[config.mk]
export PLATFORM = sky130hd
export DESIGN_NAME = framed_command_receiver_flat
export DESIGN_NICKNAME = d
export VERILOG_FILES = /design/src/hw/rtl/fcr_pkg.sv /design/src/hw/rtl/fcr_ifs.sv /design/src/hw/rtl/fcr_regs.sv /design/src/hw/rtl/fcr_parser.sv /design/src/hw/rtl/fcr_scaler.sv /design/src/hw/rtl/framed_command_receiver.sv /design/src/flat_wrapper.sv
export SDC_FILE = /design/constraint.sdc
export NUM_CORES = 1
export LEC_CHECK = 0
export BUFFER_PORTS_ARGS = -buffer_cell sky130_fd_sc_hd__buf_2
export CAP_MARGIN = 20
export CORE_MARGIN = 5
export CORE_UTILIZATION = 30
export CTS_CLUSTER_DIAMETER = 30
export DETAILED_ROUTE_END_ITERATION = 16
export MAX_ROUTING_LAYER = met4
export SYNTH_ARGS = -nofsm -noshare
export SYNTH_HDL_FRONTEND = slang
export SYNTH_SLANG_ARGS = --single-unit
[constraint.sdc]
create_clock -name i_clk -period 25.1 [get_ports i_clk]
set_input_delay 0 -clock i_clk [delete_from_list [all_inputs] [get_ports i_clk]]
set_output_delay 0 -clock i_clk [all_outputs]
set_load 0.005 [all_outputs]
[src/hw/rtl/fcr_pkg.sv]
// ----------------------------------------------------------------------------
// fcr_pkg - framed command receiver shared definitions
// Status codes, register map and the word passed from parser to scaler.
// ----------------------------------------------------------------------------
package fcr_pkg;

    localparam int ADDR_W  = 3;
    localparam int DATA_W  = 32;
    localparam int STEPS_W = 16;
    localparam int PCT_W   = 7;
    localparam int PROD_W  = PCT_W + STEPS_W;

    typedef logic [2:0]         t_status;
    typedef logic [STEPS_W-1:0] t_steps;
    typedef logic [PCT_W-1:0]   t_pct;
    typedef logic [PROD_W-1:0]  t_prod;
    typedef logic [ADDR_W-3:0]  t_reg_idx;

    localparam t_status ST_NONE     = 3'd0;
    localparam t_status ST_REPLY_OK = 3'd1;
    localparam t_status ST_REPLY_ER = 3'd2;
    localparam t_status ST_ACCEPT   = 3'd3;
    localparam t_status ST_OTHER    = 3'd4;
    localparam t_status ST_CSUM_BAD = 3'd5;
    localparam t_status ST_OVER     = 3'd6;
    localparam t_status ST_CLOSED   = 3'd7;

    localparam t_reg_idx REG_MAX_STEPS = t_reg_idx'(0);

    typedef struct packed {
        logic    valid;
        t_status status;
        t_pct    percent;
        t_prod   product;
    } t_mid;

endpackage

[src/hw/rtl/fcr_ifs.sv]
// ----------------------------------------------------------------------------
// fcr_ifs - framed command receiver channels
// Valid/ready channels for received words and for results.
// ----------------------------------------------------------------------------
interface fcr_in_if;
    import fcr_pkg::*;

    logic       valid;
    logic       ready;
    logic       command;
    logic [7:0] rx_byte;

    modport source (output valid, command, rx_byte, input ready);
    modport sink   (input valid, command, rx_byte, output ready);
endinterface

interface fcr_out_if;
    import fcr_pkg::*;

    logic    valid;
    logic    ready;
    t_status status;
    t_steps  target_position;
    t_pct    percent_value;

    modport source (output valid, status, target_position, percent_value, input ready);
    modport sink   (input valid, status, target_position, percent_value, output ready);
endinterface

[src/hw/rtl/fcr_regs.sv]
// ----------------------------------------------------------------------------
// fcr_regs - configuration register bank
// APB-style access to the full-travel step count.
// ----------------------------------------------------------------------------
module fcr_regs (
    input  logic                      i_clk,
    input  logic                      i_rst_n,
    input  logic                      i_psel,
    input  logic                      i_penable,
    input  logic                      i_pwrite,
    input  logic [fcr_pkg::ADDR_W-1:0] i_paddr,
    input  logic [fcr_pkg::DATA_W-1:0] i_pwdata,
    output logic [fcr_pkg::DATA_W-1:0] o_prdata,
    output logic                      o_pready,
    output fcr_pkg::t_steps           o_max_steps
);
    import fcr_pkg::*;

    t_steps   r_max_steps;
    t_reg_idx w_idx;
    logic     w_wr;

    assign o_pready = 1'b1;
    assign w_idx    = i_paddr[ADDR_W-1:2];
    assign w_wr     = i_psel && i_penable && i_pwrite && o_pready;

    always_ff @(posedge i_clk) begin
        if (!i_rst_n) begin
            r_max_steps <= '0;
        end else if (w_wr && (w_idx == REG_MAX_STEPS)) begin
            r_max_steps <= i_pwdata[STEPS_W-1:0];
        end
    end

    always_comb begin
        o_prdata = '0;
        if (w_idx == REG_MAX_STEPS) begin
            o_prdata = DATA_W'(r_max_steps);
        end
    end

    assign o_max_steps = r_max_steps;
endmodule

[src/hw/rtl/fcr_parser.sv]
// ----------------------------------------------------------------------------
// fcr_parser - reply matcher and frame parser
// Registers each word, advances the link state and forms the status word.
// ----------------------------------------------------------------------------
module fcr_parser (
    input  logic            i_clk,
    input  logic            i_rst_n,
    fcr_in_if.sink          in_ch,
    input  fcr_pkg::t_steps i_max_steps,
    output fcr_pkg::t_mid   o_mid,
    input  logic            i_mid_ready
);
    import fcr_pkg::*;

    localparam logic [7:0] CH_HASH   = 8'h23;
    localparam logic [7:0] CH_DOLLAR = 8'h24;
    localparam logic [7:0] CH_ZERO   = 8'h30;
    localparam logic [7:0] CH_NINE   = 8'h39;
    localparam logic [7:0] CH_C      = 8'h43;
    localparam logic [7:0] CH_D      = 8'h44;
    localparam logic [7:0] CH_E      = 8'h45;
    localparam logic [7:0] CH_K      = 8'h4B;
    localparam logic [7:0] CH_L      = 8'h4C;
    localparam logic [7:0] CH_O      = 8'h4F;
    localparam logic [7:0] CH_R      = 8'h52;
    localparam logic [7:0] CH_S      = 8'h53;
    localparam logic [7:0] CH_CR     = 8'h0D;
    localparam logic [7:0] CH_LF     = 8'h0A;
    localparam logic signed [15:0] VAL_MAX = 16'sd100;

    localparam logic [3:0] RM_IDLE     = 4'd0;
    localparam logic [3:0] RM_E        = 4'd1;
    localparam logic [3:0] RM_ER       = 4'd2;
    localparam logic [3:0] RM_ERR      = 4'd3;
    localparam logic [3:0] RM_ERRO     = 4'd4;
    localparam logic [3:0] RM_ERROR    = 4'd5;
    localparam logic [3:0] RM_ERROR_CR = 4'd6;
    localparam logic [3:0] RM_O        = 4'd10;
    localparam logic [3:0] RM_OK       = 4'd11;
    localparam logic [3:0] RM_OK_CR    = 4'd12;

    localparam logic [3:0] FS_START  = 4'd0;
    localparam logic [3:0] FS_DEVICE = 4'd1;
    localparam logic [3:0] FS_HUND   = 4'd2;
    localparam logic [3:0] FS_TENS   = 4'd3;
    localparam logic [3:0] FS_UNITS  = 4'd4;
    localparam logic [3:0] FS_CHECK  = 4'd5;
    localparam logic [3:0] FS_CL_L   = 4'd6;
    localparam logic [3:0] FS_CL_O   = 4'd7;
    localparam logic [3:0] FS_CL_S   = 4'd8;
    localparam logic [3:0] FS_CL_E   = 4'd9;
    localparam logic [3:0] FS_CL_D   = 4'd10;

    logic       r_in_valid, r_cmd;
    logic [7:0] r_byte;
    logic [3:0] r_reply, n_reply, r_frame, n_frame;
    logic       r_link, n_link, r_stop, n_stop;
    logic [7:0] r_dev, n_dev, r_h, n_h, r_t, n_t, r_u, n_u;
    logic [7:0] r_xor, n_xor, r_acc, n_acc;
    t_mid       r_mid, n_mid;
    t_status    w_status;
    t_pct       w_pct;
    logic       w_s1_en, w_in_ready, w_fire, w_val_ok;
    logic signed [15:0] w_val;
    logic [7:0] w_digit;

    assign w_s1_en    = !r_mid.valid || i_mid_ready;
    assign w_in_ready = !r_in_valid || w_s1_en;
    assign w_fire     = r_in_valid && w_s1_en;
    assign in_ch.ready = w_in_ready;

    // decoded value at full precision, digits may be any byte
    assign w_val = (signed'({8'd0, r_h}) - signed'({8'd0, CH_ZERO})) * 16'sd100
                 + (signed'({8'd0, r_t}) - signed'({8'd0, CH_ZERO})) * 16'sd10
                 + (signed'({8'd0, r_u}) - signed'({8'd0, CH_ZERO}));
    assign w_val_ok = !w_val[15] && (w_val <= VAL_MAX);
    assign w_digit  = r_byte - CH_ZERO;

    always_comb begin
        n_reply  = r_reply;
        n_frame  = r_frame;
        n_link   = r_link;
        n_stop   = r_stop;
        n_dev    = r_dev;
        n_h      = r_h;
        n_t      = r_t;
        n_u      = r_u;
        n_xor    = r_xor;
        n_acc    = r_acc;
        w_status = ST_NONE;
        w_pct    = '0;
        if (r_cmd) begin
            n_link = 1'b1;
        end else if (!r_link) begin
            n_reply = RM_IDLE;
            case (r_reply)
                RM_E:        n_reply = (r_byte == CH_R)  ? RM_ER       : RM_IDLE;
                RM_ER:       n_reply = (r_byte == CH_R)  ? RM_ERR      : RM_IDLE;
                RM_ERR:      n_reply = (r_byte == CH_O)  ? RM_ERRO     : RM_IDLE;
                RM_ERRO:     n_reply = (r_byte == CH_R)  ? RM_ERROR    : RM_IDLE;
                RM_ERROR:    n_reply = (r_byte == CH_CR) ? RM_ERROR_CR : RM_IDLE;
                RM_ERROR_CR: if (r_byte == CH_LF) w_status = ST_REPLY_ER;
                RM_O:        n_reply = (r_byte == CH_K)  ? RM_OK       : RM_IDLE;
                RM_OK:       n_reply = (r_byte == CH_CR) ? RM_OK_CR    : RM_IDLE;
                RM_OK_CR:    if (r_byte == CH_LF) w_status = ST_REPLY_OK;
                default: begin
                    if (r_byte == CH_O) n_reply = RM_O;
                    if (r_byte == CH_E) n_reply = RM_E;
                end
            endcase
        end else begin
            case (r_frame)
                FS_DEVICE: begin
                    n_dev   = r_byte;
                    n_xor   = r_byte;
                    n_frame = FS_HUND;
                end
                FS_HUND: begin
                    n_h     = r_byte;
                    n_xor   = r_xor ^ r_byte;
                    n_frame = FS_TENS;
                end
                FS_TENS: begin
                    n_t     = r_byte;
                    n_xor   = r_xor ^ r_byte;
                    n_frame = FS_UNITS;
                end
                FS_UNITS: begin
                    n_u     = r_byte;
                    n_xor   = r_xor ^ r_byte;
                    n_frame = FS_CHECK;
                end
                FS_CHECK: begin
                    if (r_byte == CH_DOLLAR) begin
                        n_frame = FS_START;
                        if (r_dev != CH_C) begin
                            w_status = ST_OTHER;
                        end else if (r_xor != r_acc) begin
                            w_status = ST_CSUM_BAD;
                        end else if (!w_val_ok) begin
                            w_status = ST_OVER;
                        end else begin
                            w_status = ST_ACCEPT;
                            w_pct    = w_val[PCT_W-1:0];
                        end
                    end else if (!r_stop) begin
                        // decimal accumulate, wrapping at eight bits
                        if (r_byte inside {[CH_ZERO:CH_NINE]}) begin
                            n_acc = {r_acc[4:0], 3'b000} + {r_acc[6:0], 1'b0} + w_digit;
                        end else begin
                            n_stop = 1'b1;
                        end
                    end
                end
                FS_CL_L: n_frame = (r_byte == CH_L) ? FS_CL_O : FS_START;
                FS_CL_O: n_frame = (r_byte == CH_O) ? FS_CL_S : FS_START;
                FS_CL_S: n_frame = (r_byte == CH_S) ? FS_CL_E : FS_START;
                FS_CL_E: n_frame = (r_byte == CH_E) ? FS_CL_D : FS_START;
                FS_CL_D: begin
                    n_frame = FS_START;
                    if (r_byte == CH_D) begin
                        n_link   = 1'b0;
                        w_status = ST_CLOSED;
                    end
                end
                default: begin
                    n_frame = FS_START;
                    if (r_byte == CH_HASH) begin
                        n_frame = FS_DEVICE;
                        n_acc   = '0;
                        n_stop  = 1'b0;
                    end
                    if (r_byte == CH_C) n_frame = FS_CL_L;
                end
            endcase
        end
    end

    always_comb begin
        n_mid.valid   = r_in_valid;
        n_mid.status  = w_status;
        n_mid.percent = w_pct;
        n_mid.product = PROD_W'(w_pct) * PROD_W'(i_max_steps);
    end

    always_ff @(posedge i_clk) begin
        if (!i_rst_n) begin
            r_in_valid <= 1'b0;
            r_cmd      <= 1'b0;
            r_byte     <= '0;
            r_reply    <= RM_IDLE;
            r_frame    <= FS_START;
            r_link     <= 1'b0;
            r_stop     <= 1'b0;
            r_dev      <= '0;
            r_h        <= '0;
            r_t        <= '0;
            r_u        <= '0;
            r_xor      <= '0;
            r_acc      <= '0;
            r_mid      <= '0;
        end else begin
            if (w_in_ready) begin
                r_in_valid <= in_ch.valid;
                r_cmd      <= in_ch.command;
                r_byte     <= in_ch.rx_byte;
            end
            if (w_fire) begin
                r_reply <= n_reply;
                r_frame <= n_frame;
                r_link  <= n_link;
                r_stop  <= n_stop;
                r_dev   <= n_dev;
                r_h     <= n_h;
                r_t     <= n_t;
                r_u     <= n_u;
                r_xor   <= n_xor;
                r_acc   <= n_acc;
            end
            if (w_s1_en) begin
                r_mid <= n_mid;
            end
        end
    end

    assign o_mid = r_mid;
endmodule

[src/hw/rtl/fcr_scaler.sv]
// ----------------------------------------------------------------------------
// fcr_scaler - percent to step scaling and result register
// Divides the step product by one hundred and holds the result word.
// ----------------------------------------------------------------------------
module fcr_scaler (
    input  logic          i_clk,
    input  logic          i_rst_n,
    input  fcr_pkg::t_mid i_mid,
    output logic          o_mid_ready,
    fcr_out_if.source     out_ch
);
    import fcr_pkg::*;

    // floor(p / 100) = (p * ceil(2^30 / 100)) >> 30, exact for p below 2^30 / 76
    localparam int RECIP_SH = 30;
    localparam int RECIP_W  = 24;
    localparam int SCALED_W = PROD_W + RECIP_W;
    localparam logic [RECIP_W-1:0] RECIP = RECIP_W'(((64'd1 << RECIP_SH) + 64'd99) / 64'd100);

    logic                r_valid;
    t_status             r_status;
    t_steps              r_target;
    t_pct                r_pct;
    logic                w_take;
    logic [SCALED_W-1:0] w_scaled;

    assign w_take      = !r_valid || out_ch.ready;
    assign o_mid_ready = w_take;
    assign w_scaled    = SCALED_W'(i_mid.product) * SCALED_W'(RECIP);

    always_ff @(posedge i_clk) begin
        if (!i_rst_n) begin
            r_valid  <= 1'b0;
            r_status <= ST_NONE;
            r_target <= '0;
            r_pct    <= '0;
        end else if (w_take) begin
            r_valid  <= i_mid.valid;
            r_status <= i_mid.status;
            r_target <= w_scaled[RECIP_SH +: STEPS_W];
            r_pct    <= i_mid.percent;
        end
    end

    assign out_ch.valid           = r_valid;
    assign out_ch.status          = r_status;
    assign out_ch.target_position = r_target;
    assign out_ch.percent_value   = r_pct;
endmodule

[src/hw/rtl/framed_command_receiver.sv]
// ----------------------------------------------------------------------------
// framed_command_receiver - reply matcher and framed position command parser
// Watches for OK/ERROR replies until linked, then parses position frames.
// ----------------------------------------------------------------------------
// Path: a taken word lands in the input register, then passes the parse
//   register and the result register before its result shows.
// Throughput: one word per cycle, barring result stalls; the parse register
//   holds link and frame state, so each word sees the state its predecessor left.
// Reset: synchronous, active low; clears matcher, parser, link and max_steps.
// ----------------------------------------------------------------------------
module framed_command_receiver (
    input  logic                       i_clk,
    input  logic                       i_rst_n,
    fcr_in_if.sink                     i_cmd_ch,
    fcr_out_if.source                  o_res_ch,
    input  logic                       psel,
    input  logic                       penable,
    input  logic                       pwrite,
    input  logic [fcr_pkg::ADDR_W-1:0] paddr,
    input  logic [fcr_pkg::DATA_W-1:0] pwdata,
    output logic [fcr_pkg::DATA_W-1:0] prdata,
    output logic                       pready
);
    import fcr_pkg::*;

    t_steps w_max_steps;
    t_mid   w_mid;
    logic   w_mid_ready;

    // register bank: max_steps only; the user must write it only while the pipe is idle, the block does not enforce it
    fcr_regs u_regs (
        .i_clk       (i_clk),
        .i_rst_n     (i_rst_n),
        .i_psel      (psel),
        .i_penable   (penable),
        .i_pwrite    (pwrite),
        .i_paddr     (paddr),
        .i_pwdata    (pwdata),
        .o_prdata    (prdata),
        .o_pready    (pready),
        .o_max_steps (w_max_steps)
    );

    // parse stage: advance the reply matcher or frame parser one word,
    // and form value * max_steps for an accepted frame
    fcr_parser u_parser (
        .i_clk       (i_clk),
        .i_rst_n     (i_rst_n),
        .in_ch       (i_cmd_ch),
        .i_max_steps (w_max_steps),
        .o_mid       (w_mid),
        .i_mid_ready (w_mid_ready)
    );

    // scale stage: divide by one hundred, hold the word until taken
    fcr_scaler u_scaler (
        .i_clk       (i_clk),
        .i_rst_n     (i_rst_n),
        .i_mid       (w_mid),
        .o_mid_ready (w_mid_ready),
        .out_ch      (o_res_ch)
    );

    // position fields are zero unless a frame is accepted
    a_fields_zero: assert property (@(posedge i_clk) disable iff (!i_rst_n)
        (o_res_ch.valid && (o_res_ch.status != ST_ACCEPT)) |->
        ((o_res_ch.target_position == '0) && (o_res_ch.percent_value == '0)))
        else $error("position fields set on a non-accept result");

    // an accepted frame never exceeds full travel
    a_in_range: assert property (@(posedge i_clk) disable iff (!i_rst_n)
        (o_res_ch.valid && (o_res_ch.status == ST_ACCEPT)) |->
        ((o_res_ch.percent_value <= PCT_W'(100)) &&
         (o_res_ch.target_position <= w_max_steps)))
        else $error("accepted frame out of range");

    // a parse word held back by the result register keeps its product and status
    a_mid_hold: assert property (@(posedge i_clk) disable iff (!i_rst_n)
        (w_mid.valid && !w_mid_ready) |=>
        (w_mid.valid && (w_mid.product == $past(w_mid.product)) &&
         (w_mid.status == $past(w_mid.status))))
        else $error("stalled parse word changed");
endmodule

[src/flat_wrapper.sv]
// flat-port wrapper written by rule: the top's interface ports become plain ports
module framed_command_receiver_flat import fcr_pkg::*;
  (i_clk, i_rst_n, psel, penable, pwrite, paddr, pwdata, prdata, pready, i_cmd_ch_valid, i_cmd_ch_command, i_cmd_ch_rx_byte, i_cmd_ch_ready, o_res_ch_valid, o_res_ch_status, o_res_ch_target_position, o_res_ch_percent_value, o_res_ch_ready);
  fcr_in_if i_cmd_ch_i ();
  fcr_out_if o_res_ch_i ();
  input  logic i_clk;
  input  logic i_rst_n;
  input  logic psel;
  input  logic penable;
  input  logic pwrite;
  input  logic [fcr_pkg::ADDR_W-1:0] paddr;
  input  logic [fcr_pkg::DATA_W-1:0] pwdata;
  output logic [fcr_pkg::DATA_W-1:0] prdata;
  output logic pready;
  input wire logic [$bits(i_cmd_ch_i.valid)-1:0] i_cmd_ch_valid;
  input wire logic [$bits(i_cmd_ch_i.command)-1:0] i_cmd_ch_command;
  input wire logic [$bits(i_cmd_ch_i.rx_byte)-1:0] i_cmd_ch_rx_byte;
  output wire logic [$bits(i_cmd_ch_i.ready)-1:0] i_cmd_ch_ready;
  output wire logic [$bits(o_res_ch_i.valid)-1:0] o_res_ch_valid;
  output wire logic [$bits(o_res_ch_i.status)-1:0] o_res_ch_status;
  output wire logic [$bits(o_res_ch_i.target_position)-1:0] o_res_ch_target_position;
  output wire logic [$bits(o_res_ch_i.percent_value)-1:0] o_res_ch_percent_value;
  input wire logic [$bits(o_res_ch_i.ready)-1:0] o_res_ch_ready;
  assign i_cmd_ch_i.valid = i_cmd_ch_valid;
  assign i_cmd_ch_i.command = i_cmd_ch_command;
  assign i_cmd_ch_i.rx_byte = i_cmd_ch_rx_byte;
  assign i_cmd_ch_ready = i_cmd_ch_i.ready;
  assign o_res_ch_valid = o_res_ch_i.valid;
  assign o_res_ch_status = o_res_ch_i.status;
  assign o_res_ch_target_position = o_res_ch_i.target_position;
  assign o_res_ch_percent_value = o_res_ch_i.percent_value;
  assign o_res_ch_i.ready = o_res_ch_ready;
  framed_command_receiver u_core (.i_clk(i_clk), .i_rst_n(i_rst_n), .i_cmd_ch(i_cmd_ch_i), .o_res_ch(o_res_ch_i), .psel(psel), .penable(penable), .pwrite(pwrite), .paddr(paddr), .pwdata(pwdata), .prdata(prdata), .pready(pready));
endmodule
==> reports/metrics.yaml, run 1 <==
floorplan:
  pin_count: 112
  die_width_um: 277
  die-area_mm2: 0.0770
  start_util: 0.301
  die_y_um: 277
  num_rows: 98
  core_area_mm2: 0.0712
route:
  avgRoutedWirePerCell_um: 15.2
  dr.pass1.iters: 7
  via_count: 16124
  ant_nets: 0
  viasPerCell: 4.72
  drtIter0Drc: 723
  wl_um: 51700
  drc: 0
synthesis:
  synth.top_cell.area_share: 0.271
  synth.ff_latch_count: 145
  netlist_instances: 2398
  syn_area_per_cell_um2: 8.95
  ys_async_sr_fraction: 0
  yosys_warnings: 0
  synth_edf_count: 0
  yosysSeqAreaShare: 0.135
  synth_area_leader_cell: "fa_1"
  synth_area_mm2: 0.0215
  ys.flop_type: "dfxtp_1"
  synth_cell_type_count: 85
  synth_area_leaders: "fa_1, ha_1, dfxtp_1, inv_1, nand2_1"
  post_synth_most_frequent_cells: "inv_1, ha_1, fa_1, nand2_1, dfxtp_1"
  yosysMostFrequentCell: "inv_1"
sta:
  timing.hold.ws_ns: 0.118
  rsz0062_at_grt: "false"
  drv_slew: 0
  finClkSkew_ns: 0.00743
  period_minus_slack_ns: 10.48
  hold_violations: 0
  max_freq_ghz: 0.0955
  worstMarginPinSlew_ns: 1.08
  setup_violations: 0
  fin_tns_setup_ns: 0
  fin_crit_sh: 0.417
  relSlewSlack: 0.275
global_route:
  grt_pass1_wl_um: 85800
  grt_use_total: 0.139
  grt_max_degree: 89
  gr-total-overflow: 0
  grt_pass1_vias: 16249
  antenna_found_initial: 1
setup_path:
  start_kind: "flip-flop"
  cp_data_arrival_time_ns: 10.85
  crit_path_frequent_cell: "fa_1"
  worstPathMaxFanout: 79
  reg2reg_depth: 38
  end_kind: "flip-flop"
  crit_slowest_cell: "fa_1"
  critPathMaxStageDelay_ns: 0.55
  worstSetupPathType: "reg -> reg"
  cp.required_ns: 25.48
place:
  port_buffers: 76
  dp_hpwl_um: 43200
  gp_congestion: 0.888
min_path:
  hold_depth: 5
  hp-class: "in -> reg"
clock_network:
  root_buffer: "clkbuf_16"
  cts_made_buffers: 17
  path_clk_slew_ns: 0.07
  tritoncts: "built"
  post_cts_buffers: 0
  h-tree-depth: 4
  clock_sinks: 145
  cts.path.max_buffers: 2
  clkLatencyLatePin_ns: 0.45
power:
  finalPower_mw: 0.528
  vdd_ir_drop_max_mv: 0.0542
  powerDensity_mw_per_mm2: 22.3
  p_leak_nw: 12.2
finish:
  layout.nets: 3137
  drive_gt1_frac: 0.0605
  final_util: 0.331
  synthToLayoutAreaGrowth_pct: 10.1
run:
  max_cap_viol_count: 0
run_status:
  status: "finished clean"
[layer usage]
metal | global-route usage | vias to the layer above | part of all wire
met2 | 0.223 | 316 | 0.46
li1 | - | 8029 | -
met5 | - | - | 0
met4 | 0.0313 | 0 | 0.016
met1 | 0.192 | 7733 | 0.48
met3 | 0.0151 | 46 | 0.039
[layout by cell type (no fill, tap or decap), types with 46 or more instances in the layout]
cell and count:
a21oi_1 143, nand2_1 194, inv_1 427, dfxtp_1 145, nand3_1 86, fa_1 290
nor2_1 115, xnor2_1 46, and3_1 46, nor3_1 52, o21ai_0 46, ha_1 347
buf_2 76
[through the flow]
step | cell area [um2] | setup slack (ns) | cells
global route | 23600 | 13.92 | 3412
global placement | 22700 | 14.68 | 3354
CTS | 23600 | 14.61 | 3412
detailed placement | 22700 | 14.65 | 3354
floorplan | 21500 | 15.77 | 2413
finish | 23600 | 14.62 | 3413
[path summary, 6_finish.rpt]
kind,startpoint,to,slack (ns)
hold reg to reg,u_core.u_parser.r_dev[6],u_core.u_parser.r_dev[6],0.45
hold / removal,o_res_ch_ready,u_core.u_scaler.out_ch.percent_value[5],0.12
setup reg to reg,u_core.u_parser.r_h[4],u_core.u_parser.o_mid[20],14.62
setup / recovery,u_core.u_parser.r_h[4],u_core.u_parser.o_mid[20],14.62
[worst max-delay path, delay by kind of cell, from the launching register on]
kind                       cells  cell delay (ns)
DFF                            1             0.38
buffers and inverters          6             0.79
AOI/OAI and AO/OA             14             2.99
xor gates and xnor gates       2             0.44
adders and majority gates     11             4.66
and+or+nand+nor                5             1.09
[state kept, by name, indices dropped and copies added, names as in the netlist, 3 cells and up]
register and count:
u_core.u_parser.o_mid 34, u_core.u_parser.r_acc 8, u_core.u_parser.r_byte 8, u_core.u_parser.r_dev 8
u_core.u_parser.r_frame 4, u_core.u_parser.r_h 8, u_core.u_parser.r_reply 4, u_core.u_parser.r_t 8
u_core.u_parser.r_u 8, u_core.u_parser.r_xor 8, u_core.u_regs.o_max_steps 16, u_core.u_scaler.out_ch.percent_value 7
u_core.u_scaler.out_ch.status 3, u_core.u_scaler.out_ch.target_position 16
[area by class of cell]
type	instances	area (um2)
Inverter	430	1620
Multi-Input combinational cell	1738	16500
Timing Repair Buffer	117	753
Clock buffer	17	425
Antenna cell	1	2.50
Sequential cell	145	2900
Tap cell	950	1190
Fill cell	7380	47600
Clock inverter	15	184
[where the power goes]
group	internal [mW]	switching, mW	total (mW)
clock	0.143	0.123	0.266
combinational	0.0102	0.0147	0.0249
sequential	0.232	0.00479	0.237
total	0.385	0.142	0.528
[cell families after synthesis]
| family | after synthesis | share of synthesized area |
|---|---|---|
| compound gates | 367 | 0.109 |
| xor+xnor | 74 | 0.0316 |
| fa+ha+maj | 637 | 0.473 |
| buf+inv | 530 | 0.0966 |
| flops | 145 | 0.135 |
| mux | 23 | 0.0109 |
| other cells | 2 | 0.000350 |
| simple gates | 620 | 0.143 |
[timing repair]
item                                   CTS  global route
hold buffers                            26             0
resized for setup                        0             0
endpoints found under the hold margin   26             0
Power figures use the tool's default switching activity.
==> inputs of run 2 (changes only) <==
--- a/config.mk
+++ b/config.mk
@@ -5,6 +5,7 @@
 export SDC_FILE = /design/constraint.sdc
 export NUM_CORES = 1
 export LEC_CHECK = 0
+export ABC_AREA = 1
 export BUFFER_PORTS_ARGS = -buffer_cell sky130_fd_sc_hd__buf_2
 export CAP_MARGIN = 20
 export CORE_MARGIN = 5
==> constraint.sdc (replaced) <==
create_clock -name i_clk -period 9.9 [get_ports i_clk]
set_input_delay 0 -clock i_clk [delete_from_list [all_inputs] [get_ports i_clk]]
set_output_delay 0 -clock i_clk [all_outputs]
set_load 0.005 [all_outputs]
==> run 2 against run 1 <==
  * Register-to-register slack got worse by 14 ns
  * Clock skew rose by 0.017 ns
  * Power grew to 2.7 times the previous value
  * Clock power rose to 2.8 times the previous value
  * Routed wire length is 13% higher
  * Global-route usage is 1.6 points higher
  * First-iteration DRC count up 32%
  * Largest power group unchanged
  * Highest routed layer unchanged
==> reports/metrics.yaml, run 2 <==
run_status:
  status: "finished clean"
place:
  dp_hpwl_um: 49300
  dpl_worst_slack_ns: 0.259
  port_buffers: 76
  gp_congestion: 0.923
route:
  dr.pass1.iters: 6
  avgRoutedWirePerCell_um: 15.4
  ant_nets: 0
  drtIter0Drc: 951
  via_count: 17697
  drc: 0
  viasPerCell: 4.64
  wl_um: 58700
synthesis:
  netlist_instances: 2750
  yosysMostFrequentCell: "inv_1"
  synth_area_leader_cell: "fa_1"
  post_synth_most_frequent_cells: "inv_1, ha_1, fa_1, nor2_1, nand2_1"
  yosys_warnings: 0
  ys.flop_type: "dfxtp_1"
  yosysSeqAreaShare: 0.131
  ys_async_sr_fraction: 0
  synth.ff_latch_count: 145
  synth_edf_count: 0
  syn_area_per_cell_um2: 8.03
  synth_area_mm2: 0.0221
  synth_cell_type_count: 50
  synth_area_leaders: "fa_1, ha_1, dfxtp_1, inv_1, nor2_1"
  synth.top_cell.area_share: 0.263
power:
  p_leak_nw: 13.2
  vdd_ir_drop_max_mv: 0.135
  powerDensity_mw_per_mm2: 58.8
setup_path:
  worstSetupPathType: "reg -> reg"
  path_delay_family: "adder cells"
  cp_num_buf_inv: 8
  crit_slowest_cell: "fa_1"
  r2r_setup_slack_ns: 0.60
  end_kind: "flip-flop"
  cp_data_arrival_time_ns: 9.65
  cp.required_ns: 10.25
  start_kind: "flip-flop"
  worstPathMaxFanout: 14
  critPathMaxStageDelay_ns: 0.55
  crit_path_frequent_cell: "inv_1"
finish:
  largest_reg_flops: 34
  seq_area_mm2: 0.00290
  fillers: 7644
  drive_gt1_frac: 0.0651
  n_antenna_cell: 0
  final_util: 0.337
  layout_commonest_cell: "inv_1"
  synthToLayoutAreaGrowth_pct: 11.4
  layout_common_cells: "inv_1, ha_1, fa_1"
  multi_input_area_mm2: 0.0167
  layout.nets: 3532
floorplan:
  die_y_um: 281
  core_area_mm2: 0.0730
  die_width_um: 281
  die-area_mm2: 0.0791
  pin_count: 112
  num_rows: 99
  start_util: 0.303
clock_network:
  cts.path.max_buffers: 2
  path_clk_slew_ns: 0.07
  tritoncts: "built"
  cts_made_buffers: 17
  clkLatencyLatePin_ns: 0.48
  h-tree-depth: 4
  clock_sinks: 145
  root_buffer: "clkbuf_16"
min_path:
  hp-class: "in -> reg"
sta:
  relSlewSlack: 0.391
  finClkSkew_ns: 0.0244
  drv_slew: 0
  timing.hold.ws_ns: 0.138
  period_minus_slack_ns: 9.30
  hold_violations: 0
  rsz0062_at_grt: "true"
  fin_tns_setup_ns: 0
  fin_crit_sh: 0.940
  max_freq_ghz: 0.107
  setup_ws_ns: 0.596
  worstMarginPinSlew_ns: 0.913
  setup_violations: 0
global_route:
  grt_use_total: 0.155
  grt_max_degree: 91
  gr-total-overflow: 0
  grt_pass1_vias: 17848
  grt_pass1_wl_um: 95800
  antenna_found_initial: 0
run:
  max_cap_viol_count: 0
[run 2: per-stage QoR]
stage	instance area (um2)	cells	power, mW
2_1_floorplan	22100	2765	0.679
3_3_place_gp	23500	3743	0.713
3_5_place_dp	23500	3743	0.713
4_1_cts	24500	3815	1.46
5_1_grt	24600	3816	1.50
6_report	24600	3816	1.45
[run 2: final cells by class]
cell class | instances | area share
clock inverters | 14 | 0.00819
multi-input cells | 1937 | 0.677
flip-flops and latches | 145 | 0.118
clock buffers | 18 | 0.0178
inverters | 614 | 0.0943
well taps | 959 | 0.0488
repair buffers | 129 | 0.0358
[run 2: worst min-delay path, cell delays in order]
cell and delay [ns]:
buf_2 0.08, nor2_2 0.03, buf_4 0.23, o21bai_1 0.17
inv_1 0.04
[run 2: layer usage]
metal,wire [um],GRT usage
met1,28400,0.214
met2,26700,0.246
met3,2510,0.0196
met4,1140,0.0362
met5,0,-
[run 2: where the power goes]
part	internal, mW	switching (mW)	leakage, nW
combinational	0.0431	0.0671	11.7
sequential	0.591	0.0112	1.17
clock	0.433	0.300	0.314
total	1.07	0.379	13.2
[run 2: worst paths after layout]
path | startpoint | end | cells past startpoint
worst min register to register | u_core.u_parser.r_stop | u_core.u_parser.r_stop | 2
worst max register to register | u_core.u_parser.r_h[4] | u_core.u_parser.o_mid[18] | 44
worst min-delay path | o_res_ch_ready | u_core.u_scaler.out_ch.target_position[15] | 5
worst max-delay path | u_core.u_parser.r_h[4] | u_core.u_parser.o_mid[18] | 44
[run 2: cells by family after synthesis]
kind of cell	count (synthesis)	synth area share
flip-flops	145	0.131
AO/OA/AOI/OAI	457	0.115
other	2	0.000340
AND/OR/NAND/NOR	765	0.149
buffers and inverters	683	0.120
XOR/XNOR	61	0.0242
adder cells (fa/ha/maj)	637	0.460
[run 2: timing repair]
action,4_1_cts,5_1_grt
endpoints found under the setup margin,0,11
buffers inserted,0,1
hold buffers,40,0
gates resized for setup,0,28
endpoints found under the hold margin,26,0
==> inputs of run 3 (changes only) <==
--- a/config.mk
+++ b/config.mk
@@ -8,6 +8,7 @@
 export ABC_AREA = 1
 export BUFFER_PORTS_ARGS = -buffer_cell sky130_fd_sc_hd__buf_2
 export CAP_MARGIN = 20
+export CORE_ASPECT_RATIO = 1.1
 export CORE_MARGIN = 5
 export CORE_UTILIZATION = 30
 export CTS_CLUSTER_DIAMETER = 30
==> run 3 against run 2 <==
  * Power shrank 3.4%
  * Cell count down 0.29%
  * Die area about the same
  * Non-clock buffer count decreased by 6
  * Register-to-register slack better by 0.04 ns
  * Clock skew fell by 0.0048 ns
  * Largest cell class unchanged
==> reports/metrics.yaml, run 3 (same netlist as run 2, synthesis figures left out) <==
run_status:
  status: "finished clean"
sta:
  fin_crit_sh: 0.936
  fin_tns_setup_ns: 0
  finClkSkew_ns: 0.0196
  relSlewSlack: 0.383
  timing.hold.ws_ns: 0.168
  period_minus_slack_ns: 9.26
  setup_violations: 0
  worstMarginPinSlew_ns: 0.921
  max_freq_ghz: 0.108
  drv_slew: 0
  rsz0062_at_grt: "false"
  hold_violations: 0
finish:
  layout.nets: 3526
  final_util: 0.335
  fillers: 7781
  n_antenna_cell: 0
  synthToLayoutAreaGrowth_pct: 10.8
  drive_gt1_frac: 0.0659
  layout_common_cells: "inv_1, ha_1, fa_1"
  layout_commonest_cell: "inv_1"
  largest_reg_flops: 34
setup_path:
  worstSetupPathType: "reg -> reg"
  r2r_setup_slack_ns: 0.64
  cp_data_arrival_time_ns: 9.64
  start_kind: "flip-flop"
  cp.required_ns: 10.28
  worstPathMaxFanout: 17
  critPathMaxStageDelay_ns: 0.55
  end_kind: "flip-flop"
  crit_slowest_cell: "fa_1"
global_route:
  grt_pass1_vias: 18383
  grt_max_degree: 64
  gr-total-overflow: 0
  grt_pass1_wl_um: 97000
  antenna_found_initial: 2
  grt_use_total: 0.159
clock_network:
  cts.path.max_buffers: 2
  h-tree-depth: 4
  clock_sinks: 145
  cts_made_buffers: 17
  path_clk_slew_ns: 0.08
  clkLatencyLatePin_ns: 0.49
  tritoncts: "built"
  root_buffer: "clkbuf_16"
route:
  drtIter0Drc: 890
  drc: 0
  dr.pass1.iters: 5
  via_count: 17832
  avgRoutedWirePerCell_um: 15.7
  wl_um: 59800
  viasPerCell: 4.69
  ant_nets: 0
floorplan:
  pin_count: 112
  start_util: 0.302
  die_y_um: 295
  die-area_mm2: 0.0791
  num_rows: 104
  die_width_um: 269
  core_area_mm2: 0.0731
min_path:
  hp-class: "in -> reg"
place:
  dp_hpwl_um: 50400
  gp_congestion: 0.942
  port_buffers: 76
run:
  max_cap_viol_count: 0
power:
  powerDensity_mw_per_mm2: 57.1
  p_leak_nw: 13.2
  vdd_ir_drop_max_mv: 0.147
==> run 3: changes by cell type in the layout (fill, tap and decap cells not counted), moves of 4 or more <==
cell,previous run,this run
bufinv_16,4,0
buf_4,14,18
inv_8,1,8
dlygate4sd3_1,40,30
==> run 3: repair_timing <==
item | CTS | global route
hold buffers | 30 | 0
buffers inserted | 0 | 3
setup endpoints to repair | 0 | 11
hold endpoints to repair | 31 | 0
resized for setup | 0 | 25
==> run 3: final timing paths <==
kind	startpoint	endpoint	cells past startpoint
max	u_core.u_parser.r_h[4]	u_core.u_parser.o_mid[21]	43
min	o_res_ch_ready	u_core.u_scaler.out_ch.target_position[0]	5
max reg2reg	u_core.u_parser.r_h[4]	u_core.u_parser.o_mid[21]	43
min reg2reg	u_core.u_parser.r_link	u_core.u_parser.r_link	2
==> run 3: layout make-up <==
cell class,count,area (um2),share of cell area
Clock inverter,14,161,0.00660
Timing Repair Buffer,123,811,0.0331
Clock buffer,18,439,0.0179
Tap cell,954,1190,0.0488
Multi-Input combinational cell,1937,16600,0.680
Sequential cell,145,2900,0.119
Inverter,614,2310,0.0946
==> run 3: report_power, final <==
part           total, mW  leakage (nW)  internal, mW  switching, mW
Combinational      0.107          11.7        0.0400         0.0673
Clock              0.687         0.293         0.346          0.341
Sequential         0.602          1.17         0.591         0.0112
==> run 3: routing by layer <==
layer  track usage  wire [um]
met1         0.198      26600
met2         0.268      29100
met3        0.0172       2090
met4        0.0590       2060
met5             -          0
==> run 3: through the flow <==
step	total power [mW]	setup WS (ns)	std cells	cell area, um2
floorplan	0.679	1.11	2765	22100
global placement	0.713	0.377	3740	23500
detailed placement	0.714	0.318	3740	23500
CTS	1.42	0.306	3802	24400
global route	1.45	0.0261	3805	24500
finish	1.40	0.638	3805	24500
==> run 3: critical path: cells and delay by family (launching register included) <==
kind                       cells  cell delay (ns)
DFF                            1             0.39
adders and majority gates     11             4.57
buffers and inverters          8             0.69
and+or+nand+nor               14             1.94
AOI/OAI and AO/OA              8             1.22
xor gates and xnor gates       2             0.29
